### src/design/email_address_syntax_checker_defines.svh
`ifndef EMAIL_ADDRESS_SYNTAX_CHECKER_DEFINES_SVH
`define EMAIL_ADDRESS_SYNTAX_CHECKER_DEFINES_SVH

// Same-cycle implication, sampled on clk, off while rst is high
`define ESC_ASSERT_IMP(lbl, ante, cons) \
  lbl: assert property (@(posedge clk) disable iff (rst) (ante) |-> (cons)) \
    else $error("esc assertion failed");

// Next-cycle implication, sampled on clk, off while rst is high
`define ESC_ASSERT_NXT(lbl, ante, cons) \
  lbl: assert property (@(posedge clk) disable iff (rst) (ante) |=> (cons)) \
    else $error("esc assertion failed");

`endif

### src/design/esc_pkg.sv
`timescale 1ns / 1ps

package esc_pkg;

  // Queue between classifier and checker
  localparam int QDEPTH = 4;
  localparam int QPTR_W = $clog2(QDEPTH);
  localparam int QCNT_W = $clog2(QDEPTH + 1);

  // Configuration register indexes and reset values
  localparam logic REG_LOCAL_MAX  = 1'b0;
  localparam logic REG_DOMAIN_MAX = 1'b1;
  localparam logic [7:0] LOCAL_MAX_RESET  = 8'd64;
  localparam logic [7:0] DOMAIN_MAX_RESET = 8'd63;
  localparam logic [7:0] COUNT_SAT = 8'd255;

  // Character codes
  localparam logic [7:0] CHAR_AT  = 8'h40;
  localparam logic [7:0] CHAR_DOT = 8'h2e;

  // Per-part result codes
  typedef logic [1:0] code_t;
  localparam code_t CODE_OK     = 2'd0;
  localparam code_t CODE_LENGTH = 2'd1;
  localparam code_t CODE_DOT    = 2'd2;
  localparam code_t CODE_CHAR   = 2'd3;

  // Verdict codes
  typedef logic [1:0] verdict_t;
  localparam verdict_t VERDICT_VALID  = 2'd0;
  localparam verdict_t VERDICT_LOCAL  = 2'd1;
  localparam verdict_t VERDICT_DOMAIN = 2'd2;

  // Classified item passed through the queue
  typedef struct packed {
    logic is_dot;
    logic is_at;
    logic local_ok;
    logic domain_ok;
    logic last;
  } byte_class_t;

  // Queue status seen by both sides
  typedef struct packed {
    logic full;
    logic empty;
  } q_status_t;

  function automatic logic [7:0] fold_case(input logic [7:0] c);
    fold_case = (c inside {[8'h41:8'h5a]}) ? (c + 8'd32) : c;
  endfunction

  // a-z 0-9 - .
  function automatic logic is_domain_char(input logic [7:0] c);
    is_domain_char = c inside {[8'h61:8'h7a], [8'h30:8'h39], 8'h2d, 8'h2e};
  endfunction

  // domain set plus ! # $ % & ' * + / = ? ^ _ ` { | } ~
  function automatic logic is_local_char(input logic [7:0] c);
    is_local_char = is_domain_char(c) ||
                    (c inside {8'h21, [8'h23:8'h27], 8'h2a, 8'h2b, 8'h2f, 8'h3d,
                               8'h3f, [8'h5e:8'h60], [8'h7b:8'h7e]});
  endfunction

endpackage

### src/design/esc_back.sv
`timescale 1ns / 1ps
`include "email_address_syntax_checker_defines.svh"

module esc_back import esc_pkg::*; (
  input  logic        clk,
  input  logic        rst,
  input  logic        cfg_write,
  input  logic        cfg_index,
  input  logic [7:0]  cfg_data,
  input  q_status_t   q_status,
  input  byte_class_t q_data,
  output logic        pop,
  output logic        out_valid,
  input  logic        out_ready,
  output logic [1:0]  verdict,
  output logic [1:0]  local_code,
  output logic [1:0]  domain_code
);

  logic [7:0] local_max_length;
  logic [7:0] domain_max_length;

  logic       in_domain,        in_domain_next;
  logic [7:0] local_count,      local_count_next;
  logic [7:0] domain_count,     domain_count_next;
  logic       local_lead_dot,   local_lead_dot_next;
  logic       local_char_err,   local_char_err_next;
  logic       domain_char_err,  domain_char_err_next;
  logic       prev_dot,         prev_dot_next;
  logic       last_domain_dot;
  logic       can_load;
  code_t      lcode, dcode;
  verdict_t   vcode;
  logic       out_codes_ok;
  logic       state_idle;

  // Configuration registers
  always_ff @(posedge clk) begin
    if (rst) begin
      local_max_length  <= LOCAL_MAX_RESET;
      domain_max_length <= DOMAIN_MAX_RESET;
    end else if (cfg_write) begin
      case (cfg_index)
        REG_LOCAL_MAX:  local_max_length  <= cfg_data;
        REG_DOMAIN_MAX: domain_max_length <= cfg_data;
        default: ;
      endcase
    end
  end

  // Pop when an item waits; a final byte also needs a free output slot
  assign can_load = !out_valid || out_ready;
  assign pop      = !q_status.empty && (!q_data.last || can_load);

  // Per-byte state update
  always_comb begin
    in_domain_next       = in_domain;
    local_count_next     = local_count;
    domain_count_next    = domain_count;
    local_lead_dot_next  = local_lead_dot;
    local_char_err_next  = local_char_err;
    domain_char_err_next = domain_char_err;
    prev_dot_next        = prev_dot;
    last_domain_dot      = 1'b0;
    if (!in_domain) begin
      if (q_data.is_at) begin
        in_domain_next = 1'b1;
        prev_dot_next  = 1'b0;
      end else begin
        if (local_count == '0 && q_data.is_dot) local_lead_dot_next = 1'b1;
        if (!q_data.local_ok || (q_data.is_dot && prev_dot)) local_char_err_next = 1'b1;
        prev_dot_next = q_data.is_dot;
        if (local_count != COUNT_SAT) local_count_next = local_count + 1'b1;
      end
    end else begin
      if (!q_data.domain_ok || (q_data.is_dot && prev_dot)) domain_char_err_next = 1'b1;
      prev_dot_next   = q_data.is_dot;
      last_domain_dot = q_data.is_dot;
      if (domain_count != COUNT_SAT) domain_count_next = domain_count + 1'b1;
    end
  end

  // Codes in priority order: length, dot, character
  always_comb begin
    if (local_count_next == '0 || local_count_next > local_max_length) lcode = CODE_LENGTH;
    else if (local_lead_dot_next)  lcode = CODE_DOT;
    else if (local_char_err_next)  lcode = CODE_CHAR;
    else                           lcode = CODE_OK;

    if (domain_count_next == '0 || domain_count_next > domain_max_length) dcode = CODE_LENGTH;
    else if (last_domain_dot)      dcode = CODE_DOT;
    else if (domain_char_err_next) dcode = CODE_CHAR;
    else                           dcode = CODE_OK;

    if (lcode != CODE_OK)      vcode = VERDICT_LOCAL;
    else if (dcode != CODE_OK) vcode = VERDICT_DOMAIN;
    else                       vcode = VERDICT_VALID;
  end

  // Address state; cleared after the final byte
  always_ff @(posedge clk) begin
    if (rst || (pop && q_data.last)) begin
      in_domain       <= 1'b0;
      local_count     <= '0;
      domain_count    <= '0;
      local_lead_dot  <= 1'b0;
      local_char_err  <= 1'b0;
      domain_char_err <= 1'b0;
      prev_dot        <= 1'b0;
    end else if (pop) begin
      in_domain       <= in_domain_next;
      local_count     <= local_count_next;
      domain_count    <= domain_count_next;
      local_lead_dot  <= local_lead_dot_next;
      local_char_err  <= local_char_err_next;
      domain_char_err <= domain_char_err_next;
      prev_dot        <= prev_dot_next;
    end
  end

  // Output register
  always_ff @(posedge clk) begin
    if (rst) begin
      out_valid <= 1'b0;
    end else if (pop && q_data.last) begin
      out_valid <= 1'b1;
    end else if (out_ready) begin
      out_valid <= 1'b0;
    end
  end

  always_ff @(posedge clk) begin
    if (pop && q_data.last) begin
      verdict     <= vcode;
      local_code  <= lcode;
      domain_code <= dcode;
    end
  end

  // Terms for the checks below
  assign out_codes_ok = (local_code == CODE_OK) && (domain_code == CODE_OK);
  assign state_idle   = !in_domain && (local_count == '0);

  `ESC_ASSERT_IMP(a_verdict_ok, out_valid, (verdict == VERDICT_VALID) == out_codes_ok)
  `ESC_ASSERT_IMP(a_verdict_local, out_valid && (local_code != CODE_OK), verdict == VERDICT_LOCAL)
  `ESC_ASSERT_NXT(a_result_loaded, pop && q_data.last, out_valid && state_idle)

endmodule

### config.mk
export PLATFORM = sky130hd
export DESIGN_NAME = esc_back
export DESIGN_NICKNAME = d
export VERILOG_FILES = /design/src/design/esc_pkg.sv /design/src/design/esc_back.sv
export VERILOG_INCLUDE_DIRS = /design/src /design/src/design
export SDC_FILE = /design/constraint.sdc
export NUM_CORES = 1
export LEC_CHECK = 0
export BUFFER_PORTS_ARGS = -buffer_cell sky130_fd_sc_hd__clkbuf_2
export CORE_ASPECT_RATIO = 0.9
export CORE_UTILIZATION = 59
export CTS_CLUSTER_SIZE = 30
export DETAILED_ROUTE_END_ITERATION = 7
export GPL_TIMING_DRIVEN = 0
export PLACE_DENSITY = 0.8
export SYNTH_ARGS = -nofsm -noshare
export SYNTH_HDL_FRONTEND = slang
export SYNTH_SLANG_ARGS = --single-unit
### constraint.sdc
create_clock -name clk -period 3.2 [get_ports clk]
set_input_delay 0.64 -clock clk [delete_from_list [all_inputs] [get_ports clk]]
set_output_delay 0.64 -clock clk [all_outputs]
set_load 0.1 [all_outputs]
# Word-level counts from Yosys, hierarchy flattened
# Cells that the tools add are included.
# totals
regBits	44
in_bits	20
elab_cells	71
# op_classes
add_sub_neg	2
magnitude_cmp	2
eq_ne	2
mux	27
bitwise	1
n_reduce_logical	24
# op_table
op	count
$mux W8	5
$logic_not A8 Y1	3
$add A8 B1 Y8 const B	2
$gt A8 B8 Y1	2
$ne A8 B8 Y1 const B	2
$mux W1	15
$mux W2	7
$logic_or A1 B1 Y1	7
$reduce_bool A2 Y1	3
$logic_not A1 Y1	5
$logic_and A1 B1 Y1	4
$reduce_and A2 Y1	2
$not A1 Y1	1

# Depth between registers and ports, before layout
# Gate-level depths: netlist (run 1).
# depth
ltp_word	9
depth_mapped	13
depth_no_buf	12

# Worst setup path before layout (run 1)
# OpenSTA, ideal clock, no wires.
# synth_path
path_type	register to output
startpoint	register out_valid
endpoint	output pop
arrival_time_ns	2.301
required_time_ns	2.560
slack_ns	0.259
stages_incl_launch_ff	5
path_cell_list	dfxtp_1 nor2b_1 a21o_1 inv_1 clkbuf_1
# synth_between
elab_chain_cells	4
# synth_lines
element	line	source
start, declared	esc_back.sv:13	output logic out_valid,
start signal, assigned	esc_back.sv:124	out_valid <= 1'b0;
start signal, assigned	esc_back.sv:126	out_valid <= 1'b1;
start signal, assigned	esc_back.sv:128	out_valid <= 1'b0;
$logic_not A1 Y1	esc_back.sv:52	assign can_load = !out_valid || out_ready;
$logic_or A1 B1 Y1	esc_back.sv:52	
$logic_or A1 B1 Y1	esc_back.sv:53	assign pop = !q_status.empty && (!q_data.last || can_load);
$logic_and A1 B1 Y1	esc_back.sv:53	
end, declared	esc_back.sv:12	output logic pop,
# No other way between the ends.

# Worst setup path in the final report (run 1)
# layout_path
startpoint	register domain_count[0]
endpoint	register verdict[1], data pin
# layout_between
elab_chain_cells	8
# layout_lines
element	line	source
start, declared	esc_back.sv:25	logic [7:0] domain_count, domain_count_next;
start signal, assigned	esc_back.sv:113	domain_count <= domain_count_next;
$add A8 B1 Y8 / $ne A8 B8 Y1 (equally long branches)	esc_back.sv:79	if (domain_count != COUNT_SAT) domain_count_next = domain_count + 1'b1;
$mux W8 (*)	esc_back.sv:79	
$mux W8 (*)	esc_back.sv:65	if (!in_domain) begin
named net domain_count_next[1]	esc_back.sv:25	
$gt A8 B8 Y1 / $logic_not A8 Y1 (equally long branches)	esc_back.sv:90	if (domain_count_next == '0 || domain_count_next > domain_max_length) dcode = CODE_LENGTH;
$logic_or A1 B1 Y1 (*)	esc_back.sv:90	
$mux W2 (*)	esc_back.sv:90	
$reduce_bool A2 Y1 (*)	esc_back.sv:96	else if (dcode != CODE_OK) vcode = VERDICT_DOMAIN;
$mux W2 (*)	esc_back.sv:96	
end signal, assigned	esc_back.sv:134	verdict <= vcode;
end, declared	esc_back.sv:15	output logic [1:0] verdict,
# Mark *: on every way through the listed nets, which the timed path passes. The rest lies on a longest branch.
# A chain may end at the register's enable or synchronous reset.

==> results of run 1 <==
## worst max path at each step
stage | startpoint | end | slack (ns) | cells after the start
after floorplan | out_valid | pop | 0.26 | 4
after global placement | domain_count[0] | verdict[1] | -0.04 | 13
after detailed placement | domain_count[0] | verdict[1] | -0.07 | 13
after CTS | domain_count[1] | verdict[1] | 0.02 | 13
after global routing | domain_count[0] | verdict[1] | 0.003 | 13
final | domain_count[0] | verdict[1] | 0.15 | 13
## Yosys cell counts (2+ instances only)
cell	number
a211o_1	7
a211oi_1	3
a21boi_0	3
a21o_1	2
a21oi_1	33
and2_1	3
and3_1	8
buf_2	4
buf_6	3
clkbuf_1	12
dfxtp_1	38
edfxtp_1	6
ha_1	19
inv_1	20
mux2_2	5
mux2i_1	4
nand2_1	54
nand2b_1	6
nand3_1	10
nand4_1	12
nor2_1	24
nor2b_1	5
nor3_1	5
o211ai_1	2
o21ai_0	7
o22ai_1	2
or2_2	2
xnor2_1	6
xor2_1	6
## metal layers
metal,up-vias,global-route usage (%)
met5,-,0
met4,0,6.250
met3,4,5.488
met2,70,43.35
met1,1085,35.24
li1,1222,-
## flip-flops by register name (all words and copies together), names as in the netlist
| signal | flops |
|---|---|
| local_count | 8 |
| out_valid | 1 |
| local_lead_dot | 1 |
| local_code | 2 |
| local_char_err | 1 |
| prev_dot | 1 |
| in_domain | 1 |
| local_max_length | 8 |
| domain_code | 2 |
| domain_char_err | 1 |
| domain_max_length | 8 |
| verdict | 2 |
| domain_count | 8 |
## worst min-delay path: stages, from the launching register on
cell     delay, ns
dfxtp_1       0.32
nand2_1       0.05
a21oi_1       0.05
## report_power, final
part	total [uW]	switching [uW]	internal [uW]	leakage, uW
Clock	589	198	390	0.0000784
Combinational	192	131	61.4	0.000852
Sequential	594	12.6	582	0.000366
## metrics by stage
stage | hold WS (ns) | std cells | power (uW) | worst slack, ns | area, um^2
after global placement | 0.4386 | 419 | 792.7 | -0.03761 | 2924
after detailed placement | 0.4459 | 419 | 798.0 | -0.06813 | 2924
after floorplan | 0.4321 | 332 | 749.6 | 0.2589 | 2721
after CTS | 0.4585 | 427 | 1382 | 0.02231 | 3087
after global routing | 0.4785 | 426 | 1430 | 0.003040 | 3114
final | 0.4592 | 426 | 1375 | 0.1479 | 3114
## logic make-up (layout without fill, tap and decap cells)
family                   count (synthesis)  count (layout)  share of synthesized area, %
AND/OR/NAND/NOR                        138             138                         25.15
AO/OA/AOI/OAI                           69              69                         17.06
flip-flops                              44              44                         34.57
buffers and inverters                   40              72                         6.528
adder cells (fa/ha/maj)                 19              19                         8.736
XOR/XNOR                                12              12                         3.862
multiplexers                            10              10                         4.092
## timing repair
action	CTS	global route
gates resized for setup	2	10
gates cloned	0	0
endpoints found under the setup margin	3	6
pin swaps	0	1
## layout make-up
cell class / count / area share, %
Buffer: 19 / 3.375
Clock buffer: 5 / 2.210
Clock inverter: 3 / 2.893
Inverter: 20 / 2.411
Multi-Input combinational cell: 248 / 52.23
Sequential cell: 44 / 30.37
Tap cell: 62 / 2.491
Timing Repair Buffer: 25 / 4.018
==> results.sh, run 1 <==
export IMPL_fmaxAchievable_ghz=0.3276
export IMPL_syn_inst=332
export IMPL_status="complete, no violations"
export IMPL_cts_setup_buffers=0
export IMPL_hold_viol_final=0
export IMPL_min_path_cells=2
export IMPL_rsz0062_at_grt="no"
export IMPL_grt_max_degree=15
export IMPL_port_buffers=25
export IMPL_fin_nets=402
export IMPL_worst_slew_pin_slew_ns=0.5463
export IMPL_drive_gt1_share_pct=17.03
export IMPL_min_period_ns=3.052
export IMPL_timing_setup_tns_ns=0
export IMPL_worstHoldPathType="flip-flop to flip-flop"
export IMPL_drc=0
export IMPL_final_common_cell="nand2_1"
export IMPL_grt_usage_pct=26.38
export IMPL_crit_type="flip-flop to flip-flop"
export IMPL_cts_buffers=5
export IMPL_cp_top_family="compound AO/OA/AOI/OAI gates"
export IMPL_synth_edf_count=6
export IMPL_end_kind="flip-flop"
export IMPL_critPathLaunchType="flip-flop"
export IMPL_layout_common_cells="nand2_1, dfxtp_1, a21oi_1, clkbuf_2, nor2_1"
export IMPL_fin_crit_sh_pct=95.38
export IMPL_clk_latency_ns=0.30
export IMPL_seq_area_um2=945.9
export IMPL_grt_pass1_wl_um=9715
export IMPL_drt_iter0_drc=201
export IMPL_path_common_cell="ha_1"
export IMPL_cts_tree="built"
export IMPL_dr_wl_met3_um=269
export IMPL_r2r_start="domain_count[0]"
export IMPL_place_congestion=0.9039
export IMPL_ys_types=50
export IMPL_initial_utilization_pct=61.41
export IMPL_dp_hpwl_um=4237
export IMPL_drv_cap=0
export IMPL_max_slew_margin_rel_pct=63.58
export IMPL_synth_area_leaders="dfxtp_1, ha_1, nand2_1"
export IMPL_clk_pin_slew_ns=0.09
export IMPL_fill_cells=389
export IMPL_syn_avg_cell_area_um2=8.197
export IMPL_async_flop_share_pct=0
export IMPL_arrival_ns=3.10
export IMPL_grt_antenna_before_repair=0
export IMPL_wl_um=5795
export IMPL_cp_num_buf_inv=1
export IMPL_min_to="local_max_length[2]"
export IMPL_root_buffer="clkbuf_8"
export IMPL_reg2reg_slack_ns=0.15
export IMPL_fin_skew_ns=0.005801
export IMPL_routedLengthMet1_um=2788
export IMPL_grt_pass1_vias=2075
export IMPL_slowest_stage="dfxtp_4"
export IMPL_num_io_pins=28
export IMPL_die_x_um=73.59
export IMPL_die_h_um=66.43
export IMPL_drtAntennaViolNets=0
export IMPL_num_rows=23
export IMPL_first_pass_iters=4
export IMPL_post_route_util_pct=70.27
export IMPL_grt_ovfl_total=0
export IMPL_crit_path_max_fanout=9
export IMPL_slew_violations=0
export IMPL_ys_warn_count=0
export IMPL_synth_top_area_cell="dfxtp_1"
export IMPL_mappedNetlistArea_um2=2721
export IMPL_ys_seq_area_share_pct=34.57
export IMPL_cts_sinks=44
export IMPL_reg2regPathDepth=13
export IMPL_multi_input_area_um2=1627
export IMPL_cts_htree_levels=2
export IMPL_ir_drop_mv=0.2859
export IMPL_routedWlPerCell_um=13.60
export IMPL_power_density_nw_per_um2=441.6
export IMPL_r2r_end="verdict[1]"
export IMPL_cp_required_ns=3.25
export IMPL_ctsHoldBuffers=0
export IMPL_synth_top_cell_area_share_pct=27.95
export IMPL_vias=2381
export IMPL_syn2layout_area_growth_pct=14.44
export IMPL_synth_seq_cells=44
export IMPL_critPathMaxStageDelay_ns=0.40
export IMPL_n_antenna_cell=0
export IMPL_dr_wl_met2_um=2694
export IMPL_via_per_inst=5.589
export IMPL_dr_max_layer_used="met4"
export IMPL_power_leakage_uw=0.001297
export IMPL_core_um2=4432
export IMPL_synth_net_count=371
export IMPL_cp_cell_sequence="ha_1 -> buf_6 -> nand3_2 -> nand2b_4 -> nand2_2 -> mux2_4 -> ha_1 -> nor2b_1 -> o211ai_1 -> a21oi_1 -> o32ai_1 -> o41a_1 -> a211oi_2"
export IMPL_ctsLongestPathBuffers=2
export IMPL_setup_violations=0
export IMPL_hp_start="local_max_length[2]"
export IMPL_yosys_most_used_dff="dfxtp_1"
export IMPL_die_area_um2=4889
Power figures use the tool's default switching activity.
==> run 2: changes to the inputs <==
Settings changed: CORE_UTILIZATION 59 to 53, PLACE_DENSITY 0.8 to 0.76.
Clock period 3.2 ns to 2.62 ns, I/O delays scaled along.
==> run 2 against run 1 <==
  * The run now ends with setup timing left
  * Via count rose by 6.9%
  * Clock power is 21% lower
  * Critical path depth unchanged
  * Register-to-register slack worse by 0.15 ns
  * Sequential power rose by 22%
  * Hold slack got worse by 0.0030 ns
==> results.sh, run 2 (same netlist as run 1, synthesis figures left out) <==
export IMPL_clkPwrFrac_pct=31.8
export IMPL_postPlaceCellArea_um2=2990
export IMPL_num_io_pins=28
export IMPL_root_buffer="clkbuf_8"
export IMPL_wl_um=6438
export IMPL_die_x_um=77.53
export IMPL_grt_antenna_before_repair=0
export IMPL_design_area_um2=3393
export IMPL_grt_usage_pct=24.16
export IMPL_die_h_um=69.98
export IMPL_clk_pin_slew_ns=0.08
export IMPL_ctsHoldBuffers=0
export IMPL_drv_cap=0
export IMPL_dp_hpwl_um=4303
export IMPL_slowest_stage="dfxtp_4"
export IMPL_cts_sinks=44
export IMPL_end_kind="flip-flop"
export IMPL_grt_pass1_vias=2265
export IMPL_fin_nets=420
export IMPL_p_sw_uw=414.4
export IMPL_critPathMaxStageDelay_ns=0.38
export IMPL_hold_viol_final=0
export IMPL_cts_buffers=5
export IMPL_seq_area_um2=960.9
export IMPL_setup_violations=1
export IMPL_worst_slew_pin_slew_ns=0.5406
export IMPL_fin_crit_sh_pct=100.2
export IMPL_worstHoldPathType="flip-flop to flip-flop"
export IMPL_seq_power_share_pct=49.4
export IMPL_p_comb_share_pct=18.8
export IMPL_crit_path_max_fanout=7
export IMPL_grt_pass1_wl_um=10390
export IMPL_ctsLongestPathBuffers=2
export IMPL_fin_skew_ns=0.003538
export IMPL_cp_cell_sequence="ha_4 -> buf_6 -> nand4_1 -> o21a_2 -> nand2_2 -> o21ai_2 -> ha_1 -> nor2b_4 -> o211ai_1 -> a21oi_1 -> o22ai_2 -> and2_4 -> o21ai_1"
export IMPL_drive_gt1_share_pct=29.58
export IMPL_via_per_inst=5.696
export IMPL_grt_ovfl_total=0
export IMPL_num_rows=24
export IMPL_critPathLaunchType="flip-flop"
export IMPL_slew_violations=0
export IMPL_drtAntennaViolNets=0
export IMPL_dp_cells=422
export IMPL_cp_num_buf_inv=1
export IMPL_drc=0
export IMPL_cts_htree_levels=2
export IMPL_cp_required_ns=2.65
export IMPL_crit_cells=13
export IMPL_drt_iter0_drc=185
export IMPL_place_congestion=0.9297
export IMPL_power_internal_uw=1050
export IMPL_r2r_end="local_code[0]"
export IMPL_startpoint="local_count[0]"
export IMPL_setup_ws_ns=-0.005625
export IMPL_endpoint="local_code[0]"
export IMPL_violations="setup timing"
export IMPL_vias=2546
export IMPL_layout_common_cells="nand2_1, a21oi_1, dfxtp_1, clkbuf_2, nor2_1"
export IMPL_final_common_cell="nand2_1"
export IMPL_grt_max_degree=14
export IMPL_reg2regPathDepth=13
export IMPL_status="finished with violations"
export IMPL_cp_top_family="compound AO/OA/AOI/OAI gates"
export IMPL_first_pass_iters=5
export IMPL_ir_drop_mv=0.4175
export IMPL_n_antenna_cell=0
export IMPL_arrival_ns=2.66
export IMPL_min_period_ns=2.626
export IMPL_die_area_um2=5426
export IMPL_max_slew_margin_rel_pct=64.11
export IMPL_r2r_start="local_count[0]"
export IMPL_initial_utilization_pct=55.60
export IMPL_power_density_nw_per_um2=431.7
export IMPL_power_leakage_uw=0.001400
export IMPL_clk_latency_ns=0.29
export IMPL_core_um2=4895
export IMPL_worst_hold_slack_ns=0.4562
export IMPL_fin_cells=447
export IMPL_fmaxAchievable_ghz=0.3809
export IMPL_multi_input_area_um2=1782
export IMPL_syn2layout_area_growth_pct=24.69
export IMPL_port_buffers=25
export IMPL_switching_share_pct=28.29
export IMPL_crit_type="flip-flop to flip-flop"
export IMPL_fill_cells=390
export IMPL_rsz0062_at_grt="yes"
export IMPL_cts_tree="built"
export IMPL_routedWlPerCell_um=14.40
export IMPL_reg2reg_slack_ns=-0.006
==> run 2: cell types whose count changed in the layout (fill, tap and decap cells not counted), moves of 4 or more <==
cell,change
clkbuf_1,-4
ha_1,-4
ha_4,+4
buf_4,+20
dfxtp_2,+6
dfxtp_1,-8
==> run 2: per-layer routing <==
metal  vias up  track usage, %  part of all wire (%)
li1       1261               -                     -
met1      1177           32.87                    48
met2        94           39.04                    46
met3        14           4.183                   5.0
met4         0           7.128                   1.1
met5         -               0                     0
==> run 2: stage by stage <==
| step | util (%) | setup WS [ns] | TNS [ns] | power (uW) |
|---|---|---|---|---|
| 2_1_floorplan | - | 0.01220 | 0 | 917.8 |
| 3_3_place_gp | 61.09 | -0.3690 | -1.657 | 971.8 |
| 3_5_place_dp | 61.09 | -0.4229 | -2.024 | 977.5 |
| 4_1_cts | 65.57 | -0.003551 | -0.003551 | 1449 |
| 5_1_grt | 69.33 | -0.07851 | -0.2568 | 1530 |
| 6_report | 69.33 | -0.005625 | -0.005625 | 1465 |
==> run 2: worst min-delay path, cell delays in order, from the launching register on <==
cell and delay, ns:
dfxtp_1 0.31, nand2_1 0.05, a21oi_1 0.05
==> run 2: cell type report <==
cell class                 instances  share of cell area [%]
multi-input combinational        248                   52.51
timing repair buffer              46                   8.444
clock buffer                       8                   2.950
tap                               65                   2.397
buffer                            16                   3.171
inverter                          20                   2.212
sequential                        44                   28.32
==> run 2: worst min path at each step <==
stage / slack, ns / end / depth (start not counted) / from
3_3_place_gp: 0.44 / prev_dot / 2 / prev_dot
3_5_place_dp: 0.45 / local_max_length[5] / 2 / local_max_length[5]
6_report: 0.46 / local_max_length[5] / 2 / local_max_length[5]
2_1_floorplan: 0.43 / prev_dot / 2 / prev_dot
5_1_grt: 0.47 / local_max_length[3] / 3 / cfg_data[3]
4_1_cts: 0.46 / local_max_length[7] / 3 / cfg_data[7]
==> run 2: timing repair <==
item	4_1_cts	5_1_grt
pin swaps	6	14
gates cloned	0	0
buffers inserted	12	9
resized for setup	14	33
endpoints found under the setup margin	6	7
==> run 2: power groups by stage <==
stage / sequential [uW] / combinational, uW / clock [uW]
floorplan: 784 / 134 / 0
detailed placement: 742 / 235 / 0
global placement: 741 / 231 / 0
global route: 727 / 298 / 504
CTS: 725 / 247 / 478
finish: 724 / 275 / 465
